$ cat src/sv/dshq_pkg.sv
package dshq_pkg;

    // Default field widths.
    localparam int READING_BITS_DEFAULT = 16;
    localparam int RUN_BITS_DEFAULT     = 8;

    // Configuration register widths and port widths.
    localparam int LEVEL_BITS     = 15;
    localparam int LIMIT_BITS     = 8;
    localparam int CFG_INDEX_BITS = 3;
    localparam int CFG_DATA_BITS  = 15;

    // Configuration register indexes.
    localparam logic [CFG_INDEX_BITS-1:0] REG_NO_TARGET_LEVEL     = 3'd0;
    localparam logic [CFG_INDEX_BITS-1:0] REG_STUCK_EPSILON       = 3'd1;
    localparam logic [CFG_INDEX_BITS-1:0] REG_FAULT_RUN_LIMIT     = 3'd2;
    localparam logic [CFG_INDEX_BITS-1:0] REG_STUCK_RUN_LIMIT     = 3'd3;
    localparam logic [CFG_INDEX_BITS-1:0] REG_NO_TARGET_RUN_LIMIT = 3'd4;

    // Configuration reset values.
    localparam logic [LEVEL_BITS-1:0] NO_TARGET_LEVEL_RESET     = 15'd9999;
    localparam logic [LEVEL_BITS-1:0] STUCK_EPSILON_RESET       = 15'd2;
    localparam logic [LIMIT_BITS-1:0] FAULT_RUN_LIMIT_RESET     = 8'd3;
    localparam logic [LIMIT_BITS-1:0] STUCK_RUN_LIMIT_RESET     = 8'd12;
    localparam logic [LIMIT_BITS-1:0] NO_TARGET_RUN_LIMIT_RESET = 8'd4;

    // Reported status, in rising priority.
    typedef enum logic [1:0] {
        STATUS_OK        = 2'd0,
        STATUS_NO_TARGET = 2'd1,
        STATUS_STUCK     = 2'd2,
        STATUS_FAULT     = 2'd3
    } status_t;

    // Health grade.
    typedef enum logic [1:0] {
        HEALTH_OK      = 2'd0,
        HEALTH_WARNING = 2'd1,
        HEALTH_FAULT   = 2'd2
    } health_t;

endpackage

$ cat src/sv/distance_sensor_health_qualifier_core.sv
// Distance sensor health qualifier.
//
// The s_ channel takes one item per poll: a signed distance reading and a flag
// that says motion is expected. The m_ channel returns exactly one item per
// input item: a prioritized status (fault, stuck, no target, ok) and a health
// grade. The cfg_ channel writes the five thresholds by register index; it is
// always ready, and writes to unused indexes are dropped. Thresholds should be
// written only while no item is in flight.
//
// An accepted item is held first in the input register; the run counters
// and the status logic then update in one pass into the result register,
// from which the result is taken. One item is taken every cycle for as long
// as the receiver keeps m_ready high. When the receiver stalls, the result
// register holds its item and the input register can still take one more
// item before s_ready drops.
//
// Synchronous reset clears the run counters, the previous reading, the valid
// flags and restores the threshold defaults.
module distance_sensor_health_qualifier_core
    import dshq_pkg::*;
#(
    parameter int READING_BITS = READING_BITS_DEFAULT,
    parameter int RUN_BITS     = RUN_BITS_DEFAULT
) (
    input  logic                            aclk,
    input  logic                            aresetn,

    input  logic                            s_valid,
    output logic                            s_ready,
    input  logic signed [READING_BITS-1:0]  s_distance_mm,
    input  logic                            s_moving,

    output logic                            m_valid,
    input  logic                            m_ready,
    output logic [1:0]                      m_status,
    output logic [1:0]                      m_health,

    input  logic                            cfg_valid,
    output logic                            cfg_ready,
    input  logic [CFG_INDEX_BITS-1:0]       cfg_index,
    input  logic [CFG_DATA_BITS-1:0]        cfg_data
);

    // Compare widths wide enough for both operands.
    localparam int CMP_W  = ((READING_BITS > LEVEL_BITS) ? READING_BITS : LEVEL_BITS) + 1;
    localparam int DIFF_W = READING_BITS + 1;
    localparam int EPS_W  = (DIFF_W > LEVEL_BITS) ? DIFF_W : LEVEL_BITS;
    localparam int LIM_W  = (RUN_BITS > LIMIT_BITS) ? RUN_BITS : LIMIT_BITS;

    // Saturating run counter step.
    function automatic logic [RUN_BITS-1:0] run_step(input logic hit,
                                                     input logic [RUN_BITS-1:0] run);
        logic [RUN_BITS-1:0] result;
        begin
            if (!hit) begin
                result = '0;
            end else if (run == {RUN_BITS{1'b1}}) begin
                result = run;
            end else begin
                result = run + 1'b1;
            end
            return result;
        end
    endfunction

    // Configuration registers.
    logic [LEVEL_BITS-1:0] no_target_level_reg;
    logic [LEVEL_BITS-1:0] stuck_epsilon_reg;
    logic [LIMIT_BITS-1:0] fault_run_limit_reg;
    logic [LIMIT_BITS-1:0] stuck_run_limit_reg;
    logic [LIMIT_BITS-1:0] no_target_run_limit_reg;

    assign cfg_ready = 1'b1;

    always_ff @(posedge aclk) begin
        if (!aresetn) begin
            no_target_level_reg     <= NO_TARGET_LEVEL_RESET;
            stuck_epsilon_reg       <= STUCK_EPSILON_RESET;
            fault_run_limit_reg     <= FAULT_RUN_LIMIT_RESET;
            stuck_run_limit_reg     <= STUCK_RUN_LIMIT_RESET;
            no_target_run_limit_reg <= NO_TARGET_RUN_LIMIT_RESET;
        end else if (cfg_valid && cfg_ready) begin
            unique case (cfg_index)
                REG_NO_TARGET_LEVEL:     no_target_level_reg     <= cfg_data[LEVEL_BITS-1:0];
                REG_STUCK_EPSILON:       stuck_epsilon_reg       <= cfg_data[LEVEL_BITS-1:0];
                REG_FAULT_RUN_LIMIT:     fault_run_limit_reg     <= cfg_data[LIMIT_BITS-1:0];
                REG_STUCK_RUN_LIMIT:     stuck_run_limit_reg     <= cfg_data[LIMIT_BITS-1:0];
                REG_NO_TARGET_RUN_LIMIT: no_target_run_limit_reg <= cfg_data[LIMIT_BITS-1:0];
                default: begin
                end
            endcase
        end
    end

    // Pipeline flow control: the result register loads when it is empty or
    // being drained; the input register loads when empty or moving forward.
    logic in_valid_reg;
    logic out_valid_reg;
    logic out_load;

    assign out_load = in_valid_reg && (!out_valid_reg || m_ready);
    assign s_ready  = !in_valid_reg || out_load;

    // Input register.
    logic signed [READING_BITS-1:0] in_distance_reg;
    logic                           in_moving_reg;

    always_ff @(posedge aclk) begin
        if (!aresetn) begin
            in_valid_reg <= 1'b0;
        end else if (s_ready) begin
            in_valid_reg <= s_valid;
        end
    end

    always_ff @(posedge aclk) begin
        if (s_valid && s_ready) begin
            in_distance_reg <= s_distance_mm;
            in_moving_reg   <= s_moving;
        end
    end

    // Tracking state.
    logic signed [READING_BITS-1:0] previous_reading_reg;
    logic                           previous_valid_reg;
    logic [RUN_BITS-1:0]            unchanged_run_reg, unchanged_run_next;
    logic [RUN_BITS-1:0]            zero_run_reg, zero_run_next;
    logic [RUN_BITS-1:0]            far_run_reg, far_run_next;
    logic [RUN_BITS-1:0]            error_run_reg, error_run_next;

    // Reading classification against the thresholds.
    logic signed [CMP_W-1:0]  value_ext;
    logic signed [CMP_W-1:0]  level_ext;
    logic signed [DIFF_W-1:0] diff;
    logic [DIFF_W-1:0]        diff_abs;
    logic                     is_error;
    logic                     is_zero;
    logic                     is_far;
    logic                     is_close;

    always_comb begin
        value_ext = CMP_W'(in_distance_reg);
        level_ext = $signed({1'b0, (CMP_W-1)'(no_target_level_reg)});
        diff      = DIFF_W'(in_distance_reg) - DIFF_W'(previous_reading_reg);
        diff_abs  = diff[DIFF_W-1] ? DIFF_W'(-diff) : DIFF_W'(diff);
        is_error  = in_distance_reg[READING_BITS-1];
        is_zero   = (in_distance_reg == '0);
        is_far    = (value_ext >= level_ext);
        is_close  = (EPS_W'(diff_abs) <= EPS_W'(stuck_epsilon_reg));
    end

    // Run counter updates.
    always_comb begin
        error_run_next = run_step(is_error, error_run_reg);
        zero_run_next  = run_step(is_zero, zero_run_reg);
        far_run_next   = run_step(is_far, far_run_reg);
        if (!in_moving_reg) begin
            unchanged_run_next = '0;
        end else begin
            unchanged_run_next = run_step(!is_error && !is_zero && !is_far &&
                                          previous_valid_reg && is_close,
                                          unchanged_run_reg);
        end
    end

    always_ff @(posedge aclk) begin
        if (!aresetn) begin
            previous_reading_reg <= '0;
            previous_valid_reg   <= 1'b0;
            unchanged_run_reg    <= '0;
            zero_run_reg         <= '0;
            far_run_reg          <= '0;
            error_run_reg        <= '0;
        end else if (out_load) begin
            previous_reading_reg <= in_distance_reg;
            previous_valid_reg   <= 1'b1;
            unchanged_run_reg    <= unchanged_run_next;
            zero_run_reg         <= zero_run_next;
            far_run_reg          <= far_run_next;
            error_run_reg        <= error_run_next;
        end
    end

    // Prioritized status from the updated counters.
    status_t status_next;
    health_t health_next;

    always_comb begin
        priority if (LIM_W'(error_run_next) >= LIM_W'(fault_run_limit_reg)) begin
            status_next = STATUS_FAULT;
            health_next = HEALTH_FAULT;
        end else if (LIM_W'(unchanged_run_next) >= LIM_W'(stuck_run_limit_reg)) begin
            status_next = STATUS_STUCK;
            health_next = HEALTH_FAULT;
        end else if (LIM_W'(zero_run_next) >= LIM_W'(no_target_run_limit_reg) ||
                     LIM_W'(far_run_next) >= LIM_W'(no_target_run_limit_reg)) begin
            status_next = STATUS_NO_TARGET;
            health_next = HEALTH_WARNING;
        end else begin
            status_next = STATUS_OK;
            health_next = HEALTH_OK;
        end
    end

    // Result register.
    status_t out_status_reg;
    health_t out_health_reg;

    always_ff @(posedge aclk) begin
        if (!aresetn) begin
            out_valid_reg <= 1'b0;
        end else if (out_load) begin
            out_valid_reg <= 1'b1;
        end else if (m_ready) begin
            out_valid_reg <= 1'b0;
        end
    end

    always_ff @(posedge aclk) begin
        if (out_load) begin
            out_status_reg <= status_next;
            out_health_reg <= health_next;
        end
    end

    assign m_valid  = out_valid_reg;
    assign m_status = out_status_reg;
    assign m_health = out_health_reg;

    // A waiting input item is kept until it moves into the result register.
    a_in_item_kept: assert property (@(posedge aclk) disable iff (!aresetn)
        (in_valid_reg && !out_load) |=> in_valid_reg)
        else $error("input item dropped while result register stalled");

    // Health grade follows the status.
    a_health_matches: assert property (@(posedge aclk) disable iff (!aresetn)
        m_valid |-> ((m_health == HEALTH_FAULT) ==
                     (m_status == STATUS_FAULT || m_status == STATUS_STUCK)))
        else $error("health grade does not match status");

    // Runs can only be counting once a reading has been taken.
    a_runs_need_reading: assert property (@(posedge aclk) disable iff (!aresetn)
        (error_run_reg != '0 || zero_run_reg != '0 || far_run_reg != '0 ||
         unchanged_run_reg != '0) |-> previous_valid_reg)
        else $error("run counter active before any reading");

    // The unchanged run never counts while motion is not expected.
    a_stuck_clears: assert property (@(posedge aclk) disable iff (!aresetn)
        (out_load && !in_moving_reg) |=> (unchanged_run_reg == '0))
        else $error("unchanged run not cleared while stationary");

endmodule

$ cat config.mk
export PLATFORM = sky130hd
export DESIGN_NAME = distance_sensor_health_qualifier_core
export DESIGN_NICKNAME = d
export VERILOG_FILES = /design/src/sv/dshq_pkg.sv /design/src/sv/distance_sensor_health_qualifier_core.sv
export SDC_FILE = /design/constraint.sdc
export NUM_CORES = 1
export LEC_CHECK = 0
export BUFFER_PORTS_ARGS = -buffer_cell sky130_fd_sc_hd__clkbuf_2
export CORE_MARGIN = 10
export CORE_UTILIZATION = 44
export CTS_CLUSTER_SIZE = 40
export DETAILED_ROUTE_END_ITERATION = 10
export GPL_TIMING_DRIVEN = 1
export PLACE_DENSITY = 0.6
export SYNTH_ARGS = -nofsm -noshare
export SYNTH_HDL_FRONTEND = slang
export SYNTH_SLANG_ARGS = --single-unit
export TNS_END_PERCENT = 1
$ cat constraint.sdc
create_clock -name aclk -period 7.5 [get_ports aclk]
set_input_delay 0.375 -clock aclk [delete_from_list [all_inputs] [get_ports aclk]]
set_output_delay 0.375 -clock aclk [all_outputs]
set_load 0.005 [all_outputs]
==> flow_results.org, run 1 <==
** Outcome
- Outcome :: finished, final reports clean

** Yosys
- Summed over all instances, the cell type with the most area after synthesis is dfxtp_1.
- Mean cell area of the mapped netlist :: 8.13 µm²
- Number of warnings issued by yosys :: 0
- The number of different library cells used by synthesis comes to 66.
- By area the synthesized netlist is led by dfxtp_1 26%, ha_1 13%, nand2_1 9.4%.
- Share of async-settable or async-resettable flops after synthesis :: 0%
- The most common cell in the synthesized netlist is nand2_1.
- After synthesis, the most frequently instantiated cells are 204 x nand2_1, 105 x dfxtp_1, 83 x ha_1.
- Of the synthesized area, sequential elements account for 33.3%.
- Total standard cell area after synthesis :: 0.00811 mm²
- The synthesized design contains 20 enable-type register cells.
- Counting flops and latches in the post-synthesis netlist gives 125.
- For this run, the leading register cell type out of synthesis is dfxtp_1.
- Counting every instance in the synthesized netlist gives 997.
- Area share of the largest cell type after synthesis :: 25.9%
- Synthesis produced a netlist with a net count of 1,121.

** Power
- Of the total power, registers draw 39.6%.
- Combinational cell fraction of total power :: 17.5%
- Standby leakage power :: 3.60 nW
- Cell internal power was estimated by the tool at 1.29 mW.
- The analysis attributes to net switching a power of 520 µW.
- Power spread over the standard cell area amounts to 199 mW/mm².
- Of the total power, the share spent switching nets is 28.8%.
- Clock network fraction of total power :: 42.9%
- Across the VDD grid, the largest voltage drop is 0.161 mV.

** Global routing
- The via count of the first global-routing pass came to 6,441.
- Entering global routing, the biggest net connects 108 pins.
- The first global-routing pass estimated 33,100 µm of wire.
- Global-route usage over all layers :: 16.7%
- Congestion Overflow GR :: 0
- Antenna violations before repair :: 0

** Timing
- The number of max-slew violations in the final report is 0.
- Crit share post-route :: 90.8%
- Setup clock skew after layout :: 0.0125 ns
- Summed negative setup slack over all endpoints :: 0 ns
- Final hold violations :: 0
- Setup violation total in the final timing report :: 0
- For the pin with the worst max-slew slack, the measured transition is 1.16 ns.
- Setup repair after global routing left no endpoint under its margin.
- Relative slew slack :: 22.3%
- The clock period could shrink to 6.81 ns.
- Derived from the worst setup path, the maximum achievable clock frequency is 0.147 GHz.

** Floorplan
- The floorplan step defined a die boundary enclosing 0.0243 mm².
- Number of rows created at floorplan :: 49
- Measured along the y axis, the die boundary spans 156 µm.
- Pin placement for this block handled 47 I/O pins.
- Core area :: 0.0180 mm²
- The die is 156 µm wide.
- Initial core utilization :: 45.0%

** Worst setup path
- In this design, the stage delay of the slowest critical-path cell is 0.40 ns.
- At the worst endpoint, the arrival time is 7.09 ns.
- Among all stages on the critical path, the largest delay is contributed by fa_1.
- Highest fanout seen on the critical path :: 11
- Critical path required time :: 7.78 ns
- STA classifies the critical path startpoint as a register.
- In this design, the critical path's most frequently occurring cell is a21o_1.
- Kind of critical path :: register to register
- Nature of the critical path endpoint :: register

** Layout
- Fill cells in the final layout number 1,786.
- Fraction of final layout cells with drive strength greater than 1 :: 9.69%
- Inserted Diodes :: 0
- After the flow finishes, the layout carries non-filler instances totaling 1,271.
- At the end of the flow, the number of nets in the layout was 1,153.
- From synthesis to final layout, the design area changed by 11.8%.

** Route
- In the final routed layout, each cell accounts on average for 15.8 µm.
- After detailed routing, the total wire length is 20,100 µm.
- In the routed design, unresolved DRC markers number 0.
- Detailed-router iteration count before antenna repair :: 5
- DR vias :: 6,703
- For this block, the initial DRC count from the detailed router was 281.
- Routed via count divided by cell count :: 5.27
- The count of nets left with antenna violations once routing finished came out at 0.

** CTS
- Clock sink total :: 125
- CTS Root Cell :: clkbuf_16
- Buffers added to address setup during post-CTS repair amount to 0.
- Latest clock arrival within the worst-skew pair :: 0.43 ns
- Counting along the longest clock path gives a buffer depth of 2.
- Clock slew at the register clock pins of the worst setup and hold paths :: 0.06 ns
- Total clock buffers created by CTS :: 17
- TritonCTS built the clock tree.
- The clock tree synthesis step divided the H-tree into 4 levels.

** Placed design
- HPWL after DPL :: 14,400 µm
- Count of input and output buffers :: 45
- Routability congestion estimate :: 0.864
- Placed Cells :: 1,239

** Job
- The tool flagged a number of max-cap violations equal to 0.

** Worst hold path
- Class of the worst hold path :: input port to register
## layer usage
metal | global-route usage (%) | part of all wire, % | vias up
met5 | 0 | 0 | -
met4 | 5.35 | 1.4 | 0
met3 | 3.06 | 2.4 | 19
met2 | 28.5 | 49 | 88
met1 | 20.9 | 47 | 3089
li1 | - | - | 3507
## power by group through the flow
stage,clock [mW],combinational [mW],sequential (mW)
floorplan,0,0.233,0.726
global placement,0,0.309,0.731
detailed placement,0,0.311,0.731
CTS,0.790,0.316,0.716
global route,0.823,0.359,0.718
finish,0.774,0.316,0.716
## through the flow
stage | power (mW) | hold WS [ns] | utilization (%) | worst slack [ns] | instance area, µm²
3_3_place_gp | 1.04 | 0.439 | 47.2 | 0.705 | 8510
3_5_place_dp | 1.04 | 0.452 | 47.2 | 0.553 | 8510
2_1_floorplan | 0.959 | 0.434 | - | 0.976 | 8110
4_1_cts | 1.82 | 0.114 | 50.2 | 0.542 | 9050
6_report | 1.81 | 0.128 | 50.3 | 0.689 | 9060
5_1_grt | 1.90 | 0.115 | 50.3 | 0.0168 | 9060
## critical path, delay by kind of cell, from the launching register on
kind / cells / cell delay, ns
adders and majority gates: 4 / 1.17
buffers and inverters: 1 / 0.08
DFF: 1 / 0.37
and+or+nand+nor: 6 / 0.99
AOI/OAI and AO/OA: 20 / 3.90
xor gates and xnor gates: 1 / 0.12
## final cells by class
| type | count | area (µm²) | area share, % |
|---|---|---|---|
| well taps | 229 | 287 | 3.16 |
| multi-input cells | 756 | 4960 | 54.8 |
| inverters | 78 | 293 | 3.23 |
| clock buffers | 18 | 429 | 4.73 |
| flip-flops and latches | 125 | 2700 | 29.8 |
| clock inverters | 14 | 119 | 1.31 |
| repair buffers | 51 | 270 | 2.98 |
## logic make-up (layout without fill, tap and decap cells)
kind of cell / count (synthesis) / after routing / share of synthesized area [%]
AND/OR/NAND/NOR: 392 / 392 / 22.1
AO/OA/AOI/OAI: 234 / 234 / 20.9
flip-flops: 125 / 125 / 33.3
buffers and inverters: 116 / 161 / 5.60
adder cells (fa/ha/maj): 84 / 84 / 13.1
XOR/XNOR: 38 / 38 / 4.10
multiplexers: 7 / 7 / 0.864
other: 1 / 1 / 0.0463
## cell usage in the layout, fill, tap and decap left out, types with 7 or more instances in the layout
cell type  Yosys  routed
a21boi_0      78      78
a21o_1        34      34
a21oi_1       30      30
a31oi_1        8       8
and3_1         9       9
clkbuf_16      0      17
clkbuf_2       0      45
dfxtp_1      105     105
edfxtp_1      20      20
ha_1          83      83
inv_1         77      77
mux2i_1        7       7
nand2_1      204     204
nand2b_1      16      15
nand3_1       28      28
nand4_1       15      15
nor2_1        55      55
nor2b_1       16      15
nor3_1        10      10
o211ai_1      16      16
o21ai_0       24      24
xnor2_1       16      16
xor2_1        22      22
## final timing paths
kind	startpoint	depth (start not counted)	slack (ns)	to
max	in_distance_reg[0]	32	0.69	m_status[0]
min	s_distance_mm[14]	1	0.13	in_distance_reg[14]
max reg2reg	in_distance_reg[0]	32	0.69	m_status[0]
min reg2reg	previous_reading_reg[7]	2	0.46	previous_reading_reg[7]
## repair_timing
item,4_1_cts,5_1_grt
hold endpoints to repair,0,0
hold buffers,0,0
endpoints found under the setup margin,0,3
resized for setup,0,4
No activity file was read; power rests on OpenSTA's default activity.
==> run 2: changes to the inputs <==
Clock period 7.5 ns to 7.31 ns, I/O delays scaled along.
==> run 2 against run 1 <==
Total power increased by 5.1%. Register-to-register slack got worse by 0.21 ns. Sequential cell count stayed put. Largest power group unchanged. Critical path depth unchanged. Clock power rose by 9.0%. Combinational power increased by 2%. Largest cell class unchanged. Sequential power grew 3%. Non-clock buffer count is 2 lower. Worst hold slack worse by 0.020 ns. Critical endpoint unchanged. First-iteration DRC count grew 8.2%. Fmax decreased by 0.26%. Clock skew down 0.0026 ns.
==> flow_results.org, run 2 (synthesized netlist as in run 1, its figures left out) <==
** Outcome
- Outcome :: finished, final reports clean

** Power
- Peak VDD IR :: 0.182 mV (+13%)
- Power Density :: 209 mW/mm² (+4.7%)
- Standby leakage power :: 3.61 nW (+0.54%)

** CTS
- The CTS buffer count was 17 (unchanged).
- Latest clock arrival within the worst-skew pair :: 0.43 ns (about the same)
- The number of buffers on the longest clock path came to 2 (unchanged).
- The number of sinks handled by clock tree synthesis came to 125 (unchanged).
- The clock input transition at the sequential cells of the worst setup and hold paths was 0.06 ns (about the same).
- CTS H-Tree Depth :: 4 (unchanged)
- The tree is rooted in a clkbuf_16.
- The number of post-CTS setup repair buffers was 0 (unchanged).
- TritonCTS built the clock tree.

** Worst setup path
- The worst setup path is of the register to register kind.
- The largest fanout on the critical path came to 13 (+2).
- Termination of the worst setup path :: m_status[0]
- Worst path max stage delay :: 0.39 ns (about the same)
- The count of cells along the worst register-to-register path came to 32 (unchanged).
- STA classifies the critical path endpoint as a register.
- Critical Path Most Common Cell :: a21o_1
- The critical path required time is 7.58 ns (-0.20 ns).
- Crit-path slowest cell :: fa_1
- Arrival time at the worst endpoint :: 7.10 ns (about the same)
- In this run the critical register-to-register path is launched from in_distance_reg[0].
- The worst reg-to-reg setup slack was 0.48 ns (-0.21 ns).
- Capture point of the worst reg-to-reg path :: m_status[0]
- Start point of the critical path :: in_distance_reg[0]
- The worst setup path is launched from a register.

** Global routing
- Maximum number of pins on one net before global-route repair :: 108 (unchanged)
- Antenna violations before repair :: 0 (unchanged)
- Global-route usage over all layers :: 16.9% (+0.17 points)
- Congestion Overflow GR :: 0 (unchanged)
- The wire length of the first global-routing pass was 33,400 µm (+0.81%).
- The via count of the first global-routing pass was 6,475 (+0.53%).

** Placed design
- Count of input and output buffers :: 45 (unchanged)
- The HPWL after detailed placement is 14,400 µm (-0.53%).
- The global placer's final weighted congestion came to 0.867 (+0.30%).

** Layout
- The register area is 0.00270 mm² (unchanged).
- In the layout the commonest cells are 204 x nand2_1, 105 x dfxtp_1, 83 x ha_1.
- The footprint of the multi-input gates was 0.00498 mm² (+0.30%).
- Signed area change from the synthesized netlist to the final layout :: 12.3%
- The fraction of the core area covered by cells at the end of the flow came to 50.5% (+0.22 points).
- The number of diodes added for antenna fixing came to 0 (unchanged).
- The fill cell total of the finished layout came to 1,790 (+0.22%).
- Most common cell after layout, fill and taps aside :: nand2_1
- Nets@finish :: 1,151 (-0.17%)
- Fraction of final layout cells with drive strength greater than 1 :: 10.1% (+0.40 points)

** Timing
- The final hold violation count came to 0 (unchanged).
- Setup repair after global routing left no endpoint under its margin.
- The largest clock skew in the final design is 0.00990 ns (-0.00261 ns).
- The number of endpoints failing setup at the final stage came to 0 (unchanged).
- Relative slew slack :: 23.1% (+0.87 points)
- Timing-limited maximum frequency :: 0.146 GHz (-0.26%)
- The sum of negative setup slack came to 0 ns (unchanged).
- Post-route minimum period :: 6.83 ns (+0.0181 ns)
- The final period utilization was 93.4% (+2.6 points).
- The transition time at the pin with the least slew margin is 1.15 ns (-0.0131 ns).
- The number of max-slew violations in the final report came to 0 (unchanged).

** Route
- The first-pass iteration count of the detailed router came to 4 (-1).
- The residual DRC count came to 0 (unchanged).
- DR vias :: 6,699 (-0.060%)
- The via density per instance was 5.28 (about the same).
- Average wire length per cell after detail routing :: 15.8 µm (about the same)
- The residual antenna-violating net count after detailed routing is 0 (unchanged).
- The DRC marker count from the first detailed-route iteration came to 304 (+8.2%).
- The final wirelength came to 20,000 µm (-0.24%).

** Floorplan
- Initial core utilization :: 45.0% (unchanged)
- The die footprint was 0.0243 mm² (unchanged).
- Core area :: 0.0180 mm² (unchanged)
- The number of top-level pins is 47 (unchanged).
- Width of the chip :: 156 µm (unchanged)
- Die span in y :: 156 µm (unchanged)
- Number of rows created at floorplan :: 49 (unchanged)

** Worst hold path
- Number of cells on the worst hold path :: 1 (unchanged)
- Class of the worst hold path :: input port to register

** Job
- Number of maximum-capacitance constraint violations :: 0 (unchanged)
-- run 2: final cells by class --
cell class	instances	share of cell area [%]
Inverter	78	3.22
Clock inverter	15	1.77
Clock buffer	17	4.67
Tap cell	229	3.15
Sequential cell	125	29.7
Timing Repair Buffer	49	2.80
Multi-Input combinational cell	756	54.7
-- run 2: where the power goes --
part	total, mW	internal, mW	switching [mW]	leakage, nW
combinational	0.321	0.134	0.187	2.29
sequential	0.735	0.720	0.0151	1.05
clock	0.844	0.506	0.338	0.277
-- run 2: routing by layer --
layer  up-vias  track usage, %  wire length, µm
li1       3507               -                -
met3        24            2.78              605
met4         0            6.64              395
met2        84            27.9             9580
met1      3084            21.6             9440
met5         -               0                0
-- run 2: metrics by stage --
stage | total power [mW] | hold slack [ns] | instance area [µm²] | setup WS (ns) | instances
2_1_floorplan | 0.984 | 0.434 | 8110 | 0.786 | 997
3_3_place_gp | 1.07 | 0.440 | 8490 | 0.378 | 1237
3_5_place_dp | 1.07 | 0.452 | 8490 | 0.246 | 1237
4_1_cts | 1.92 | 0.0997 | 9080 | 0.256 | 1269
5_1_grt | 2.00 | 0.0967 | 9100 | 0.0119 | 1269
6_report | 1.90 | 0.108 | 9100 | 0.480 | 1269
-- run 2: how the worst min path moves through the flow --
stage	slack, ns	end	start
floorplan	0.43	previous_valid_reg	previous_valid_reg
global placement	0.44	previous_valid_reg	previous_valid_reg
detailed placement	0.45	previous_valid_reg	previous_valid_reg
CTS	0.1	in_distance_reg[6]	s_distance_mm[6]
global route	0.1	in_distance_reg[8]	s_distance_mm[8]
finish	0.11	in_distance_reg[6]	s_distance_mm[6]
-- run 2: critical path, delay by kind of cell, from the launching register on --
family | cells | cell delay, ns
buffers and inverters | 1 | 0.07
DFF | 1 | 0.37
xor gates and xnor gates | 1 | 0.12
adders and majority gates | 4 | 1.18
and+or+nand+nor | 6 | 1.02
AOI/OAI and AO/OA | 20 | 3.92
-- run 2: repair_timing --
action | 4_1_cts | 5_1_grt
endpoints found under the setup margin | 0 | 3
hold buffers | 0 | 0
resized for setup | 0 | 5
==> run 3: changes to the inputs <==
Settings changed: ABC_AREA set to 1, CTS_BUF_LIST set to sky130_fd_sc_hd__clkbuf_2 sky130_fd_sc_hd__clkbuf_4 sky130_fd_sc_hd__clkbuf_8.
==> run 3 against run 2 <==
Register-to-register slack improved by 1.9 ns. Cell count up 14%. Worst setup slack better by 1.9 ns. Critical path type unchanged. Clock-buffer cell count rose by 8. Worst hold slack got worse by 0.014 ns. Largest power group is now registers. Sequential power is 3.7% higher.
==> flow_results.org, run 3 <==
** Yosys
- Gate Count Post-Synth :: 1,167 (+17%)
- Ranking of synthesized cells by area :: dfxtp_1 26%, ha_1 13%, nand2_1 9.7%
- Mean cell area of the mapped netlist :: 7.06 µm² (-13%)
- The number of flops mapped to enable cells by yosys came to 20 (unchanged).
- Cell with the most instances after synthesis :: nand2_1
- The number of nets in the synthesized netlist was 1,291 (+15%).
- Cell type contributing the most total cell area after synthesis :: dfxtp_1
- The part of the Yosys area used for sequential elements came to 32.8% (-0.54 points).
- The warning count from the yosys run is 0 (unchanged).
- Post-synthesis cell type count :: 42 (-36%)
- By count the netlist is led by 214 x nand2_1, 185 x inv_1, 120 x a21oi_1.
- The area share of the largest cell type after synthesis was 25.5% (-0.42 points).
- For this run, the leading register cell type out of synthesis is dfxtp_1.
- Share of async-settable or async-resettable flops after synthesis :: 0% (unchanged)
- The post-synthesis instance area came to 0.00824 mm² (+1.7%).
- The flip-flop and latch count after synthesis was 125 (unchanged).

** Worst setup path
- By startpoint and endpoint, the worst setup path is classified as register to register.
- STA classifies the critical path startpoint as a register.
- The largest fanout on the critical path was 8 (-5).
- Category of cells accounting for the largest share of critical-path delay :: compound AO/OA/AOI/OAI gates
- Counting stages on the worst path, the most repeated cell is nand2_1.
- STA classifies the critical path endpoint as a register.
- The startpoint identified for the worst register-to-register timing path is in_distance_reg[0].
- Worst path max stage delay :: 0.52 ns (+0.13 ns)
- The number of buffers and inverters on the critical path came to 3 (+2).
- The worst reg-to-reg setup slack was 2.39 ns (+1.91 ns).
- The critical path starts at in_distance_reg[0].
- The critical path required time was 7.60 ns (+0.02 ns).
- The arrival time at the worst endpoint is 5.21 ns (-1.89 ns).
- The largest individual stage delay along the critical path comes from the cell fa_1.
- Capture point of the worst reg-to-reg path :: m_status[0]
- FF-to-FF path depth :: 30 (-6.3%)

** Placed design
- The number of port buffers is 45 (unchanged).
- The HPWL after detailed placement came to 16,400 µm (+14%).
- The worst slack at placement came to 2.39 ns (+2.15 ns).
- The global placer's final weighted congestion came to 0.903 (+4.2%).

** Timing
- Max Slew Vio Count :: 0 (unchanged)
- Setup violation total in the final timing report :: 0 (unchanged)
- The headroom to the max-slew limit is 43.9% (+21 points).
- The timing-limited maximum frequency was 0.203 GHz (+39%).
- Summed negative setup slack over all endpoints :: 0 ns (unchanged)
- Final worst slack :: 2.39 ns (+1.91 ns)
- The transition time at the pin with the least slew margin came to 0.840 ns (-0.308 ns).
- Final hold violations :: 0 (unchanged)
- RSZ-0062 raised after global routing :: no
- Setup clock skew after layout :: 0.0128 ns (+0.00289 ns)
- Post-route minimum period :: 4.92 ns (-1.91 ns)
- The final period utilization was 67.3% (-26 points).

** Layout
- The fraction of the core area covered by cells at the end of the flow was 50.0% (-0.54 points).
- Nets@finish :: 1,331 (+16%)
- Relative to the synthesized area, the layout overhead comes to 10.4%.
- Most common cell after layout, fill and taps aside :: nand2_1
- The share of final-layout standard cells stronger than drive strength 1 was 10.7% (+0.57 points).
- Most frequent cells in the layout :: 213 x nand2_1, 185 x inv_1, 120 x a21oi_1
- The number of diodes added for antenna fixing was 0 (unchanged).

** Route
- The first-pass iteration count of the detailed router is 5 (+1).
- The residual DRC count came to 0 (unchanged).
- Routed via count divided by cell count :: 5.13 (-2.7%)
- DR vias :: 7,435 (+11%)
- Average wire length per cell after detail routing :: 14.8 µm (-6.3%)
- The residual antenna-violating net count after detailed routing came to 0 (unchanged).
- Final Routed Wirelength :: 21,400 µm (+6.9%)
- Count of routing violations after the opening detailed-route iteration :: 405 (+33%)

** Power
- Combinational cell fraction of total power :: 25.8% (+8.9 points)
- Sw frac :: 32.3% (+3.9 points)
- Clock network fraction of total power :: 34.5% (-9.9 points)
- The total power of the final layout was 1.92 mW (+1.0%).
- The part of the power in registers was 39.7% (+1.0 points).
- The switching power came to 620 µW (+15%).
- The maximum vdd ir drop came to 0.128 mV (-30%).
- Standby leakage power :: 4.27 nW (+18%)
- Cell-internal power :: 1.30 mW (-4.5%)
- The areal power density over the cells is 211 mW/mm² (+1.1%).

** Global routing
- The number of antenna violations at the first check in global routing came to 1 (+1).
- The total global routing overflow is 0 (unchanged).
- Maximum number of pins on one net before global-route repair :: 63 (-42%)
- Global-route wire length before repair :: 34,900 µm (+4.8%)
- Via count of the first global-routing pass :: 6,912 (+6.7%)
- Global-route usage over all layers :: 17.7% (+0.81 points)

** CTS
- Total clock buffers created by CTS :: 17 (unchanged)
- The cell sitting at the root of the clock tree is a clkbuf_8.
- The number of post-CTS setup repair buffers came to 0 (unchanged).
- The clock input transition at the sequential cells of the worst setup and hold paths came to 0.07 ns (about the same).
- TritonCTS built the clock tree.
- Clock sink total :: 125 (unchanged)
- Number of buffers inserted for hold repair after clock tree synthesis :: 0 (unchanged)
- CTS H-Tree Depth :: 4 (unchanged)
- Buffer levels on the longest clock path :: 2 (unchanged)
- Number of instances resized during post-cts repair :: 0 (unchanged)
- Latest clock arrival within the worst-skew pair :: 0.45 ns (+0.02 ns)

** Worst hold path
- Launch point of the worst hold path :: s_distance_mm[6]
- Class of the worst hold path :: input port to register
- The worst hold path terminates at in_distance_reg[6].
- Number of cells on the worst hold path :: 1 (unchanged)

** Job
- The number of max-cap violations is 0 (unchanged).

** Outcome
- Outcome :: finished, final reports clean

** Floorplan
- The area of the core region was 0.0182 mm² (+1.0%).
- Die Area :: 0.0246 mm² (+1.4%)
- Initial core utilization :: 45.3% (+0.28 points)
- The die height was 157 µm (+0.72%).
- Width of the chip :: 157 µm (+0.72%)
- Top-level I/O count :: 47 (unchanged)
- Number of rows created at floorplan :: 49 (unchanged)
==> run 3: cell count changes after synthesis, sizes merged, moves of 16 or more <==
cell    previous run  this run
o21ai             27       100
nor2              55       117
nand3             28        52
a21boi            78         2
a21oi             34       123
nand2b            16         0
nand2            204       233
a21o              35         0
nor2b             16         0
inv               78       190
==> run 3: worst max path at each step <==
stage,to,cells after the start
finish,m_status[0],30
global route,m_status[0],32
CTS,m_status[0],30
detailed placement,m_status[0],30
global placement,m_status[0],30
floorplan,m_status[0],30
==> run 3: stage by stage <==
stage	area, µm²	hold WS, ns	std cells
final	9100	0.0944	1448
after floorplan	8240	0.433	1167
after detailed placement	8670	0.448	1417
after CTS	9100	0.0720	1448
after global routing	9100	0.0708	1448
after global placement	8670	0.444	1417
==> run 3: cell type report <==
class / count / area (µm²)
flip-flops and latches: 125 / 2700
well taps: 229 / 287
inverters: 192 / 721
clock buffers: 25 / 319
multi-input cells: 822 / 4710
clock inverters: 6 / 106
fillers: 1841 / 9110
repair buffers: 49 / 255
==> run 3: kinds of logic (layout without fill, tap and decap cells) <==
family	count (synthesis)	in the layout	synth area share (%)
xor+xnor	22	22	2.34
mux	2	2	0.258
flops	125	125	32.8
simple gates	452	452	24.4
compound gates	261	261	17.2
other cells	1	1	0.0455
buf+inv	220	272	10.1
fa+ha+maj	84	84	12.8
==> run 3: metal layers <==
layer	up-vias	global-route usage, %	share of wire, %
li1	3935	-	-
met1	3331	24.0	50
met2	143	27.7	43
met3	24	3.89	5.2
met4	2	4.76	1.3
met5	-	0	0.037
==> run 3: power groups by stage <==
stage	clock network (mW)	registers, mW	logic [mW]
finish	0.662	0.762	0.494
global route	0.705	0.766	0.570
CTS	0.680	0.762	0.493
detailed placement	0	0.777	0.490
global placement	0	0.777	0.486
floorplan	0	0.770	0.370
